$ cat config.mk
export PLATFORM = sky130hd
export DESIGN_NAME = solid_color_pixel_blend_core
export DESIGN_NICKNAME = d
export VERILOG_FILES = /design/src/hdl/scpb_pkg.sv /design/src/hdl/solid_color_pixel_blend_core.sv
export SDC_FILE = /design/constraint.sdc
export NUM_CORES = 1
export LEC_CHECK = 0
export BUFFER_PORTS_ARGS = -buffer_cell sky130_fd_sc_hd__buf_2
export CAP_MARGIN = 20
export CORE_MARGIN = 2
export CORE_UTILIZATION = 60
export DETAILED_ROUTE_END_ITERATION = 8
export PLACE_DENSITY = 0.88
export SETUP_SLACK_MARGIN = 0.3
export SLEW_MARGIN = 15
export SYNTH_ARGS = -nofsm -noshare
export SYNTH_HDL_FRONTEND = slang
export SYNTH_SLANG_ARGS = --single-unit
$ cat constraint.sdc
create_clock -name clock -period 7 [get_ports clock]
set_clock_uncertainty 0.15 [all_clocks]
set_input_delay 0.7 -clock clock [delete_from_list [all_inputs] [get_ports clock]]
set_output_delay 0.7 -clock clock [all_outputs]
set_load 0.02 [all_outputs]
$ cat src/hdl/scpb_pkg.sv
package scpb_pkg;

   localparam int unsigned PIXEL_W  = 32;
   localparam int unsigned CHAN_W   = 8;
   localparam int unsigned PROD_W   = 2 * CHAN_W;
   localparam int unsigned CSR_IDX_W = 3;
   localparam int unsigned CSR_DATA_W = 8;
   localparam int unsigned NUM_CHAN = 3;

   // register indexes
   localparam logic [CSR_IDX_W-1:0] REG_BLEND_MODE   = 3'd0;
   localparam logic [CSR_IDX_W-1:0] REG_PIXEL_FORMAT = 3'd1;
   localparam logic [CSR_IDX_W-1:0] REG_COLOR_RED    = 3'd2;
   localparam logic [CSR_IDX_W-1:0] REG_COLOR_GREEN  = 3'd3;
   localparam logic [CSR_IDX_W-1:0] REG_COLOR_BLUE   = 3'd4;
   localparam logic [CSR_IDX_W-1:0] REG_ALPHA_LEVEL  = 3'd5;

   // blend modes
   localparam logic [1:0] MODE_MASK     = 2'd0;
   localparam logic [1:0] MODE_BLEND    = 2'd1;
   localparam logic [1:0] MODE_ADD      = 2'd2;
   localparam logic [1:0] MODE_MODULATE = 2'd3;

   // pixel formats; the unused code behaves as rgb888
   localparam logic [1:0] FMT_RGB555 = 2'd0;
   localparam logic [1:0] FMT_RGB565 = 2'd1;
   localparam logic [1:0] FMT_RGB888 = 2'd2;

   // channel slots
   localparam int unsigned CH_BLUE  = 0;
   localparam int unsigned CH_GREEN = 1;
   localparam int unsigned CH_RED   = 2;

   localparam logic [CHAN_W-1:0] CHAN_MAX = 8'hff;

   typedef logic [CHAN_W-1:0] chan_type;
   typedef logic [PROD_W-1:0] prod_type;

   // exact floor(x/255) for any 16-bit product of two bytes
   function automatic chan_type div255(input prod_type x);
      logic [PROD_W:0] t;
      logic [PROD_W:0] s;
      t = {1'b0, x} + 17'd1;
      s = t + (t >> 8);
      // s stays below 2^16 for products of two bytes
      return s[PROD_W-1:CHAN_W];
   endfunction

   // low bits dropped from an 8-bit color to fit the channel
   function automatic logic [1:0] chan_drop(input logic [1:0] fmt, input int unsigned ch);
      logic [1:0] d;
      d = 2'd0;
      case (fmt)
         FMT_RGB555: d = 2'd3;
         FMT_RGB565: d = (ch == CH_GREEN) ? 2'd2 : 2'd3;
         default:    d = 2'd0;
      endcase
      return d;
   endfunction

   // final per-channel combine; qa = color*alpha/255, qb = second product/255
   function automatic chan_type combine(input logic [1:0] mode, input logic pass,
                                        input logic [1:0] drop, input chan_type d,
                                        input chan_type qa, input chan_type qb,
                                        input chan_type c8);
      chan_type           maxv;
      chan_type           cs;
      logic [CHAN_W:0]    s;
      chan_type           r;
      maxv = CHAN_MAX >> drop;
      cs   = qa >> drop;
      s    = '0;
      r    = '0;
      case (mode)
         MODE_MASK: begin
            r = pass ? d : (c8 >> drop);
         end
         MODE_BLEND: begin
            s = {1'b0, qb} + {1'b0, cs};
            r = (s > {1'b0, maxv}) ? maxv : s[CHAN_W-1:0];
         end
         MODE_ADD: begin
            s = {1'b0, d} + {1'b0, cs};
            r = (s > {1'b0, maxv}) ? maxv : s[CHAN_W-1:0];
         end
         default: begin
            r = qb;
         end
      endcase
      return r;
   endfunction

endpackage

$ cat src/hdl/solid_color_pixel_blend_core.sv
// Solid color pixel blender.
// req_* carries destination pixel words in, rsp_* carries result pixels out;
// a transfer happens on each edge where tvalid and tready are both high.
// The csr_* port writes the mode, format, color and alpha registers; write
// them only while no pixel is in flight.
// Pipeline: input register, multiply, divide-by-255, combine/pack register.
// rsp_tvalid rises once the pixel has passed through every stage register.
// Throughput is one pixel per cycle while rsp_tready stays high: every
// stage reloads on the same edge its content moves on.
// Each stage holds a valid bit; a stage loads whenever it is empty or its
// successor moves, so bubbles close up while the receiver stalls and up to
// four pixels queue inside before req_tready drops. Nothing is lost or
// repeated across a stall.
// Reset (synchronous, active high) empties the pipeline and restores the
// registers: mask mode, rgb888, black color, alpha 255.
module solid_color_pixel_blend_core (
   input  logic        clock,
   input  logic        reset,
   // input stream
   input  logic        req_tvalid,
   output logic        req_tready,
   input  logic [31:0] req_tdata,   // [31:0] pixel_in
   // result stream
   output logic        rsp_tvalid,
   input  logic        rsp_tready,
   output logic [31:0] rsp_tdata,   // [31:0] pixel_out
   // register writes
   input  logic        csr_wr_en,
   input  logic [scpb_pkg::CSR_IDX_W-1:0]  csr_index,
   input  logic [scpb_pkg::CSR_DATA_W-1:0] csr_wr_data
);

   // ---------------- configuration registers ----------------
   logic [1:0]         blend_mode_ff;
   logic [1:0]         pixel_format_ff;
   scpb_pkg::chan_type color_ff [scpb_pkg::NUM_CHAN];
   scpb_pkg::chan_type alpha_ff;

   always_ff @(posedge clock) begin
      if (reset) begin
         blend_mode_ff   <= scpb_pkg::MODE_MASK;
         pixel_format_ff <= scpb_pkg::FMT_RGB888;
         color_ff[scpb_pkg::CH_RED]   <= '0;
         color_ff[scpb_pkg::CH_GREEN] <= '0;
         color_ff[scpb_pkg::CH_BLUE]  <= '0;
         alpha_ff        <= scpb_pkg::CHAN_MAX;
      end else if (csr_wr_en) begin
         case (csr_index)
            scpb_pkg::REG_BLEND_MODE:   blend_mode_ff   <= csr_wr_data[1:0];
            scpb_pkg::REG_PIXEL_FORMAT: pixel_format_ff <= csr_wr_data[1:0];
            scpb_pkg::REG_COLOR_RED:    color_ff[scpb_pkg::CH_RED]   <= csr_wr_data;
            scpb_pkg::REG_COLOR_GREEN:  color_ff[scpb_pkg::CH_GREEN] <= csr_wr_data;
            scpb_pkg::REG_COLOR_BLUE:   color_ff[scpb_pkg::CH_BLUE]  <= csr_wr_data;
            scpb_pkg::REG_ALPHA_LEVEL:  alpha_ff        <= csr_wr_data;
            default: ;  // indexes past the list are ignored
         endcase
      end
   end

   // ---------------- pipeline flow control ----------------
   logic v1_ff, v2_ff, v3_ff, v4_ff;
   logic en1, en2, en3, en4;

   // a stage loads when empty or when its content moves on this edge
   assign en4 = !v4_ff || rsp_tready;
   assign en3 = !v3_ff || en4;
   assign en2 = !v2_ff || en3;
   assign en1 = !v1_ff || en2;

   assign req_tready = en1;

   always_ff @(posedge clock) begin
      if (reset) begin
         v1_ff <= 1'b0;
         v2_ff <= 1'b0;
         v3_ff <= 1'b0;
         v4_ff <= 1'b0;
      end else begin
         if (en1) v1_ff <= req_tvalid;
         if (en2) v2_ff <= v1_ff;
         if (en3) v3_ff <= v2_ff;
         if (en4) v4_ff <= v3_ff;
      end
   end

   // ---------------- stage 1: unpack channels ----------------
   scpb_pkg::chan_type d1_in [scpb_pkg::NUM_CHAN];
   scpb_pkg::chan_type d1_ff [scpb_pkg::NUM_CHAN];

   always_comb begin
      case (pixel_format_ff)
         scpb_pkg::FMT_RGB555: begin
            d1_in[scpb_pkg::CH_RED]   = {3'b000, req_tdata[14:10]};
            d1_in[scpb_pkg::CH_GREEN] = {3'b000, req_tdata[9:5]};
            d1_in[scpb_pkg::CH_BLUE]  = {3'b000, req_tdata[4:0]};
         end
         scpb_pkg::FMT_RGB565: begin
            d1_in[scpb_pkg::CH_RED]   = {3'b000, req_tdata[15:11]};
            d1_in[scpb_pkg::CH_GREEN] = {2'b00, req_tdata[10:5]};
            d1_in[scpb_pkg::CH_BLUE]  = {3'b000, req_tdata[4:0]};
         end
         default: begin
            d1_in[scpb_pkg::CH_RED]   = req_tdata[23:16];
            d1_in[scpb_pkg::CH_GREEN] = req_tdata[15:8];
            d1_in[scpb_pkg::CH_BLUE]  = req_tdata[7:0];
         end
      endcase
   end

   always_ff @(posedge clock) begin
      if (en1) begin
         d1_ff <= d1_in;
      end
   end

   // ---------------- stage 2: products ----------------
   // pa: color * alpha (premultiply)
   // pb: dst * color for modulate, dst * (255 - alpha) otherwise
   scpb_pkg::chan_type d2_ff  [scpb_pkg::NUM_CHAN];
   scpb_pkg::prod_type pa2_in [scpb_pkg::NUM_CHAN];
   scpb_pkg::prod_type pb2_in [scpb_pkg::NUM_CHAN];
   scpb_pkg::prod_type pa2_ff [scpb_pkg::NUM_CHAN];
   scpb_pkg::prod_type pb2_ff [scpb_pkg::NUM_CHAN];
   scpb_pkg::chan_type inv_alpha;

   assign inv_alpha = scpb_pkg::CHAN_MAX - alpha_ff;

   always_comb begin
      for (int i = 0; i < scpb_pkg::NUM_CHAN; i++) begin
         pa2_in[i] = scpb_pkg::prod_type'(color_ff[i]) * scpb_pkg::prod_type'(alpha_ff);
         pb2_in[i] = scpb_pkg::prod_type'(d1_ff[i]) *
                     scpb_pkg::prod_type'((blend_mode_ff == scpb_pkg::MODE_MODULATE) ?
                                          color_ff[i] : inv_alpha);
      end
   end

   always_ff @(posedge clock) begin
      if (en2) begin
         d2_ff  <= d1_ff;
         pa2_ff <= pa2_in;
         pb2_ff <= pb2_in;
      end
   end

   // ---------------- stage 3: divide by 255 ----------------
   scpb_pkg::chan_type d3_ff  [scpb_pkg::NUM_CHAN];
   scpb_pkg::chan_type qa3_in [scpb_pkg::NUM_CHAN];
   scpb_pkg::chan_type qb3_in [scpb_pkg::NUM_CHAN];
   scpb_pkg::chan_type qa3_ff [scpb_pkg::NUM_CHAN];
   scpb_pkg::chan_type qb3_ff [scpb_pkg::NUM_CHAN];

   always_comb begin
      for (int i = 0; i < scpb_pkg::NUM_CHAN; i++) begin
         qa3_in[i] = scpb_pkg::div255(pa2_ff[i]);
         qb3_in[i] = scpb_pkg::div255(pb2_ff[i]);
      end
   end

   always_ff @(posedge clock) begin
      if (en3) begin
         d3_ff  <= d2_ff;
         qa3_ff <= qa3_in;
         qb3_ff <= qb3_in;
      end
   end

   // ---------------- stage 4: combine, saturate, repack ----------------
   // mask with zero alpha passes the destination channels, which repack
   // to the input word with the unused bits cleared
   scpb_pkg::chan_type ch4 [scpb_pkg::NUM_CHAN];
   logic               mask_pass;
   logic [31:0]        out4_in;
   logic [31:0]        out4_ff;

   assign mask_pass = (alpha_ff == '0);

   always_comb begin
      for (int i = 0; i < scpb_pkg::NUM_CHAN; i++) begin
         ch4[i] = scpb_pkg::combine(blend_mode_ff, mask_pass,
                                    scpb_pkg::chan_drop(pixel_format_ff, i),
                                    d3_ff[i], qa3_ff[i], qb3_ff[i], color_ff[i]);
      end
      case (pixel_format_ff)
         scpb_pkg::FMT_RGB555: begin
            out4_in = {17'd0, ch4[scpb_pkg::CH_RED][4:0],
                       ch4[scpb_pkg::CH_GREEN][4:0], ch4[scpb_pkg::CH_BLUE][4:0]};
         end
         scpb_pkg::FMT_RGB565: begin
            out4_in = {16'd0, ch4[scpb_pkg::CH_RED][4:0],
                       ch4[scpb_pkg::CH_GREEN][5:0], ch4[scpb_pkg::CH_BLUE][4:0]};
         end
         default: begin
            out4_in = {8'd0, ch4[scpb_pkg::CH_RED],
                       ch4[scpb_pkg::CH_GREEN], ch4[scpb_pkg::CH_BLUE]};
         end
      endcase
   end

   always_ff @(posedge clock) begin
      if (en4) begin
         out4_ff <= out4_in;
      end
   end

   assign rsp_tvalid = v4_ff;
   assign rsp_tdata  = out4_ff;

`ifndef SYNTH
   // output stage comes up empty after reset
   a_reset_empty: assert property (@(posedge clock) reset |=> !rsp_tvalid)
      else $error("result valid right after reset");

   // an empty pipeline must always take a pixel
   a_empty_ready: assert property (@(posedge clock) disable iff (reset)
      (!v1_ff && !v2_ff && !v3_ff && !v4_ff) |-> req_tready)
      else $error("empty pipeline not ready");

   // stalled output keeps stage 3 occupied: nothing dropped behind it
   a_stall_hold: assert property (@(posedge clock) disable iff (reset)
      (v4_ff && v3_ff && !rsp_tready) |=> (v3_ff && v4_ff))
      else $error("pixel lost during stall");

   // rgb555 results keep the unused top bits clear
   a_555_clear: assert property (@(posedge clock) disable iff (reset)
      (rsp_tvalid && pixel_format_ff == scpb_pkg::FMT_RGB555) |-> (rsp_tdata[31:15] == '0))
      else $error("rgb555 result has stray high bits");
`endif

endmodule
After elaboration in Yosys (flattened, before gate mapping)
Memory sizes are Yosys's and may differ from the RTL's. Cells that the tools add are included.

Add/sub/neg operators: 19. Multipliers: 6. Magnitude comparators: 6. Equal/unequal tests: 9. Shifts and indexed selects: 8. Mux-type cells: 36. Bitwise gates (word level): 3. Reductions and logical operators: 16.

Operators with widths (number): 2-to-1 mux 8 bit (15); adder 16 x 1 -> 17 bit, second input constant (6); adder 16 x 9 -> 16 bit (6); multiplier 8 x 8 -> 16 bit (6); one-hot mux 24 bit (2 select lines) (2); one-hot mux 8 bit (3 select lines) (3); adder 8 x 8 -> 9 bit (6); > comparator 9 x 8 -> 1 bit (6); right shift 8 x 2 -> 8 bit (6); right shift 8 x 2 -> 8 bit, first input constant (2); 2-to-1 mux 1 bit (14); zero test 8 bit (1); subtractor 8 bit, first input constant (1); == test 3 x 2 -> 1 bit, second input constant (2); == test 3 bit, second input constant (2); AND reduction 2 bit (3); == test 2 x 1 -> 1 bit, second input constant (2); == test 2 bit, second input constant (2); zero test 1 bit (4); zero test 2 bit (2); logical OR 1 bit (4); one-hot mux 2 bit (2 select lines) (1); == test 3 x 1 -> 1 bit, second input constant (1); zero test 3 bit (1); 3 further kinds (5).

Bits in registers: 264. Bits in writable memories: 24. Input port bits: 48. Output and inout port bits: 34. Logic and storage cells: 133. Memories kept: 1.

Memories: color_ff (words 3, bits a word 8, rd ports 3, clocked after memory_dff 0, write ports 3, RTL line solid_color_pixel_blend_core.sv:36) `scpb_pkg::chan_type color_ff [scpb_pkg::NUM_CHAN];`.

Depth between registers and ports, before layout
Gate-level depths: netlist of run 1.

Depth after elaboration: 9. Gate-level depth with buffers: 24. Mapped depth without buffers: 22.

Worst setup path before layout of run 1
OpenSTA, ideal clock, no wires.

Path type: flip-flop to flip-flop. From: register blend_mode_ff[0]. To: register pb2_ff[15] (netlist name), data pin. Data arrival time: 5.041 ns. Slack: 1.543 ns. Stages on the path, launching flop included: 22. Buffers on the path: 2. Period minus slack after synthesis: 5.457 ns. Cell sequence: dfxtp_1 clkbuf_1 clkinv_1 nor2_1 clkbuf_1 nor2_1 a21o_1 and2_1 fa_1 inv_1 fa_1 fa_1 inv_1 fa_1 ha_1 o21ai_0 a21boi_0 o21ai_0 a21oi_1 a41o_1 o41ai_1 xnor2_1.

RTL lines: start: declaration (RTL line solid_color_pixel_blend_core.sv:34) `logic [1:0] blend_mode_ff;`; start signal: assignment (RTL line solid_color_pixel_blend_core.sv:41) `blend_mode_ff <= scpb_pkg::MODE_MASK;`; start signal: assignment (RTL line solid_color_pixel_blend_core.sv:49) `scpb_pkg::REG_BLEND_MODE: blend_mode_ff <= csr_wr_data[1:0];`; end signal: assignment (RTL line solid_color_pixel_blend_core.sv:141) `pb2_ff <= pb2_in;`; end: declaration (RTL line solid_color_pixel_blend_core.sv:123) `scpb_pkg::prod_type pb2_ff [scpb_pkg::NUM_CHAN];`.

==> results of run 1 <==
layer usage:
metal | vias to the layer above | share of wire [%]
met3 | 231 | 9.7
met5 | - | 0.032
met2 | 976 | 47
met1 | 10800 | 39
met4 | 4 | 3.9
li1 | 10200 | -
critical path: stages, from the launching register on:
cell and delay [ns]:
dfxtp_1 0.33, clkinv_1 0.33, nor2_2 0.50, buf_4 0.28, nor2_1 0.11, a21o_1 0.28, and2_1 0.21, fa_1 0.35
inv_1 0.07, fa_1 0.43, fa_1 0.54, inv_1 0.05, fa_1 0.43, ha_1 0.33, o21ai_0 0.12, a21boi_0 0.15
o21ai_0 0.22, a21oi_1 0.12, a41o_1 0.27, o41ai_1 0.34, xnor2_1 0.12
metrics by stage:
step	instance area (um^2)	instances	power [uW]	worst slack, ns
2_1_floorplan	28900	2977	6290	1.54
3_5_place_dp	29800	3587	7350	1.14
6_report	30900	3650	9160	0.998
3_3_place_gp	29800	3587	7130	1.20
4_1_cts	30800	3643	9120	1.11
5_1_grt	30900	3647	9850	0.575
flip-flops by register name (all words and copies together), names as in the netlist:
register	cells
pa2_ff	48
pb2_ff	48
color_ff	24
d1_ff	24
d2_ff	24
d3_ff	24
qa3_ff	24
qb3_ff	24
rsp_tdata	24
alpha_ff	8
blend_mode_ff	2
pixel_format_ff	2
rsp_tvalid	1
v1_ff	1
v2_ff	1
v3_ff	1
logic make-up (layout without fill, tap and decap cells):
logic type | Yosys count | after routing | share of synthesized area (%)
AND/OR/NAND/NOR | 1004 | 1004 | 17.3
adder cells (fa/ha/maj) | 556 | 556 | 29.9
buffers and inverters | 445 | 499 | 6.00
AO/OA/AOI/OAI | 407 | 407 | 9.53
flip-flops | 280 | 280 | 28.6
XOR/XNOR | 221 | 221 | 6.70
multiplexers | 56 | 56 | 2.01
other | 1 | 12 | 0.0130
final timing paths:
kind              cells after the start  slack, ns                   end
hold / removal                        1       0.15   d1_ff[18]$_DFFE_PP_
setup / recovery                     20        1.0  pb2_ff[15]$_DFFE_PP_
hold reg to reg                       0       0.27   d3_ff[15]$_DFFE_PP_
setup reg to reg                     20        1.0  pb2_ff[15]$_DFFE_PP_
power by group through the flow:
stage          sequential (uW)  combinational (uW)  clock [uW]
2_1_floorplan             2580                3710           0
3_5_place_dp              2680                4680           0
6_report                  2650                4780        1730
5_1_grt                   2680                5360        1810
3_3_place_gp              2650                4470           0
4_1_cts                   2640                4740        1750
cells in the mapped netlist, types with 33 or more instances:
library cell  count  share of area, %
nand2_1         317               4.1
mux2i_1          40               1.4
inv_1           352               4.6
nor2_1          180               2.3
xor2_1           57               1.7
fa_1            222                15
a21oi_1          87               1.5
o21ai_0          84               1.5
nor3_1           33              0.57
and2_1          245               5.3
clkbuf_1         67              0.87
ha_1            334                14
a21o_1           43               1.1
edfxtp_1        264                27
nand3_1          64               1.1
xnor2_1         164               5.0
cell type report:
cell class | count | area (um^2) | share of cell area, %
repair buffers | 90 | 528 | 1.71
clock inverters | 21 | 272 | 0.879
flip-flops and latches | 280 | 8250 | 26.7
diodes | 4 | 10.0 | 0.0324
inverters | 353 | 1330 | 4.30
well taps | 615 | 769 | 2.49
multi-input cells | 2252 | 18900 | 61.3
clock buffers | 35 | 791 | 2.56
cell usage in the layout (no fill, tap or decap), types with 12 or more instances in the layout:
cell / netlist / routed
xor2_1: 57 / 57
or3_1: 17 / 17
nand2b_1: 16 / 16
xnor2_1: 164 / 164
mux2i_1: 40 / 40
nor3_1: 33 / 33
a31oi_1: 19 / 19
o21bai_1: 13 / 13
a21oi_1: 87 / 87
nand3_1: 64 / 64
mux2_2: 16 / 16
ha_1: 334 / 334
a21o_1: 43 / 43
clkbuf_16: 0 / 31
nand4_1: 26 / 26
buf_4: 8 / 22
o21ai_0: 84 / 83
nor2_1: 180 / 179
fa_1: 222 / 222
o21a_1: 12 / 12
nand2_1: 317 / 316
dfxtp_1: 16 / 15
edfxtp_1: 264 / 264
and2_1: 245 / 245
inv_1: 352 / 351
a21boi_0: 18 / 18
nor2b_1: 24 / 24
buf_2: 6 / 66
a211oi_1: 16 / 16
and3_1: 32 / 32
==> metrics.txt, run 1 <==
main flop type after synthesis edfxtp_1; Combinational Power Share a little over half; slew margin rel. between 20% and 30%; CTS hold repair buffers 0; Worst Tran Pin Value 1.09 ns; CTS resizes 0; clock sink total 280; r2r startpoint blend_mode_ff[0]$_SDFFE_PP0P_; fin util 64.8%; CTS tree yes; Pint approximately 5500 uW; Die W about 220 um; sequential share of power 28.9%; Slew Limit Fails 0; Max Fclk approximately 170 MHz; maximum vdd drop ~0.22 mV; setup bufs post-CTS 0; PD cells between 200 and 300 nW/um^2; Hold Fails Final Rpt 0; CP Class reg -> reg; initial antenna violation count 5; Hold Path Class in -> reg; CTS max path bufs 3; DR vias roughly 22000; clock slew seen by the registers of the worst setup and hold paths approximately 0.060 ns; sequential-to-total area share from yosys stat about 29%; initial core utilization 60.6%; via/cell ratio just over 6; critical-path maximum fanout 14; first-pass GRT wire length roughly 120000 um; I/O pins between 80 and 90; Tcrit/Tclk final between 80% and 90%; area delta synth->final 6.93%; flops & latches, synth 280; clock share of power 18.9%; Die H 223 um; Worst Setup SP blend_mode_ff[0]$_SDFFE_PP0P_; Period minus WS final around 6.0 ns; Avg WL per Cell between 15 and 20 um; switching part of the total 39.9%; met3 Use GR 6.57%; GR met1 Demand/Resource around 37%; Synth async-reset ratio 0%; post-route ant nets 0; mapped cell area slightly below 30000 um^2; Ys Warns 0; grt ovf 0; Fill cells roughly 3600; EDFF count, synth around 260; setup TNS 0 ns; Leak between 0.01 and 0.015 uW; status finished, final reports clean; die area 49900 um^2; met2 Track Usage GR about half; Nets approximately 3600; Buffers on Ports 65; # rows 80; initial DRC count roughly 2100; Residual DRC 0; CORE AREA approximately 48000 um^2; CTS H-Tree Depth 1; WL final between 70000 and 80000 um; GPL Wtd Cong about 0.96; syn_area_per_cell 9.73 um^2; layout cell share with drive strength beyond 1 6.43%; crit path launch type flip-flop; Critical Path Sink Type flip-flop; vias in the first global route 23000; GRT Util Overall 29.4%; hold slack 0.146 ns; RSZ-0062 raised after global routing false; Max Cap Viol 0; Num CTS Buffers 31; Top Usage Layer GRT met2; WP data arrival about 6 ns; net switching power ~3700 uW; Synth Instances 2970; HP Start req_tdata[2]; clock latency on the worst-skew pair 0.59 ns; largest net degree at the start of global routing 82; Final setup viols 0; hpwl dp between 50000 and 60000 um; CP required ~7.2 ns; Netlist cell types between 80 and 90; Initial DRT Pass Iterations 5; CTS root buf clkbuf_16
(Power assumes the default switching activity.)
==> inputs of run 2 (changes only) <==
Settings changed: PLACE_DENSITY 0.88 to 0.79.
Clock period 7 ns to 6.3 ns, I/O delays scaled along.
==> run 2 against run 1 <==
Maximum frequency is 5.8% higher; sequential share of layout area is 0.16 points lower; combinational power is 9.6% higher; worst hold slack worse by 0.031 ns; clock power is 25% higher; global-route usage is 0.13 points lower; flip-flop and latch count stayed put; critical path depth is 1 lower; total power is 13% higher; largest cell class unchanged; first-iteration DRC count is 15% lower; via count is 1.8% lower; utilization is 0.38 points higher.
==> metrics.txt, run 2 (synthesis gave the netlist of run 1 again) <==
most common cell after layout, fill and taps aside inv_1; die area 49900 um^2 (unchanged); CTS max path bufs 3 (unchanged); WP data arrival 5.82 ns (-0.35 ns); Buffers on Ports 65 (unchanged); post-route ant nets 0 (unchanged); clock slew seen by the registers of the worst setup and hold paths 0.06 ns (about the same); Residual DRC 0 (unchanged); clock share of power 20.9% (+2.0 points); status finished, final reports clean; maximum vdd drop 0.227 mV (+1.8%); crit path launch type flip-flop; critical-path maximum fanout 17 (+3); worst setup margin 0.628 ns (-0.370 ns); switching part of the total 39.0% (-0.89 points); Critical Path Sink Type flip-flop; Regs by FF count pa2_ff x48, pb2_ff x48; # rows 80 (unchanged); sequential share of power 28.4% (-0.5 points); most frequent cells in the layout inv_1 (351), ha_1 (334), nand2_1 (316), edfxtp_1 (264), and2_1 (245); GPL Wtd Cong 0.962 (about the same); Max Fclk 176 MHz (+5.8%); CTS root buf clkbuf_16; DR vias 21800 (-1.8%); Tcrit/Tclk final 90.0% (+4.3 points); post-route total power 10300 uW (+13%); Hold Path Class in -> reg; Post-DP Area 29800 um^2 (+0.13%); Nets 3619 (+0.19%); initial core utilization 60.6% (unchanged); Fill cells 3721 (+4.7%); Pint 6310 uW (+15%); first-pass GRT wire length 115000 um (-1.4%); Max Cap Viol 0 (unchanged); CORE AREA 47600 um^2 (unchanged); Slew Limit Fails 0 (unchanged); Die H 223 um (unchanged); Leak 0.0148 uW (+0.60%); PD cells 333 nW/um^2 (+12%); fin area 31100 um^2 (+0.59%); RSZ-0062 raised after global routing false; largest net degree at the start of global routing 73 (-11%); clock sink total 280 (unchanged); Worst Hold Depth 1 (unchanged); FF-to-FF path depth 19 (-5.0%); initial DRC count 1787 (-15%); WL final 70400 um (-2.5%); Hold Fails Final Rpt 0 (unchanged); Combinational Power Share 50.7% (-1.5 points); CP Class reg -> reg; Final setup viols 0 (unchanged); vias in the first global route 22200 (-3.6%); via/cell ratio 5.95 (-2.0%); layout cell share with drive strength beyond 1 6.81% (+0.38 points); Place WS 0.506 ns (-0.632 ns); setup TNS 0 ns (unchanged); Worst Tran Pin Value 1.08 ns (-0.00652 ns); setup bufs post-CTS 0 (unchanged); clock latency on the worst-skew pair 0.56 ns (-0.03 ns); initial antenna violation count 4 (-1); CTS tree yes; CTS H-Tree Depth 2 (+1); slew margin rel. 27.9% (+0.43 points); I/O pins 82 (unchanged); CP required 6.45 ns (-0.72 ns); Die W 223 um (unchanged); Initial DRT Pass Iterations 7 (+2); grt ovf 0 (unchanged); Period minus WS final 5.67 ns (-0.330 ns); hpwl dp 54900 um (-1.8%); net switching power 4040 uW (+10%); Avg WL per Cell 19.3 um (-2.7%); GRT Util Overall 29.2% (-0.13 points); Num CTS Buffers 35 (+13%); area delta synth->final 7.55%
==> run 2: per-stage QoR <==
stage	util, %	hold slack, ns	instances
final	65.2	0.115	3658
after floorplan	-	0.250	2977
after global placement	62.6	0.254	3592
after global routing	65.2	0.0984	3655
after detailed placement	62.6	0.255	3592
after CTS	65.2	0.0926	3654
==> run 2: final cells by class <==
type                       count  area [um^2]  share of cell area [%]
timing repair buffer          93          533                    1.72
tap                          615          769                    2.48
clock inverter                25          305                   0.983
inverter                     353         1330                    4.27
multi-input combinational   2252        18900                    61.0
antenna                        3         7.51                  0.0242
clock buffer                  37          926                    2.98
sequential                   280         8250                    26.6
==> run 2: worst max-delay path: stages, from the launching register on <==
cell and delay, ns:
dfxtp_1 0.33, clkinv_1 0.13, nor2_4 0.41, nor2_1 0.20, a21o_1 0.29, and2_1 0.21
fa_1 0.41, inv_1 0.09, fa_1 0.45, fa_1 0.55, inv_1 0.05, fa_1 0.43
ha_1 0.33, o21ai_0 0.14, a21boi_0 0.16, o21ai_0 0.25, a21oi_1 0.13, a41o_1 0.27
o41ai_1 0.32, xnor2_1 0.10
==> run 2: worst paths after layout <==
check,startpoint,endpoint,slack [ns]
worst max-delay path,blend_mode_ff[0]$_SDFFE_PP0P_,pb2_ff[15]$_DFFE_PP_,0.63
worst min-delay path,req_tdata[3],d1_ff[19]$_DFFE_PP_,0.11
worst max register to register,blend_mode_ff[0]$_SDFFE_PP0P_,pb2_ff[15]$_DFFE_PP_,0.63
worst min register to register,d2_ff[6]$_DFFE_PP_,d3_ff[6]$_DFFE_PP_,0.27
==> run 2: routing by layer <==
layer / wire length [um] / up-vias / track usage (%)
met5: 37 / - / 0
met4: 2170 / 6 / 9.29
met3: 6500 / 151 / 8.07
met2: 32000 / 806 / 46.6
met1: 29800 / 10600 / 38.9
li1: - / 10200 / -
==> run 2: repair_timing <==
| item | in CTS | in global routing |
|---|---|---|
| hold buffers | 0 | 0 |
| endpoints found under the setup margin | 0 | 5 |
| gates resized for setup | 0 | 1 |
==> run 2: power by group through the flow <==
stage	sequential, uW	clock, uW	combinational [uW]
after floorplan	2860	0	4130
after global placement	2950	0	5010
after detailed placement	2960	0	5170
after CTS	2930	2190	5230
after global routing	2980	2270	5970
final	2940	2160	5240
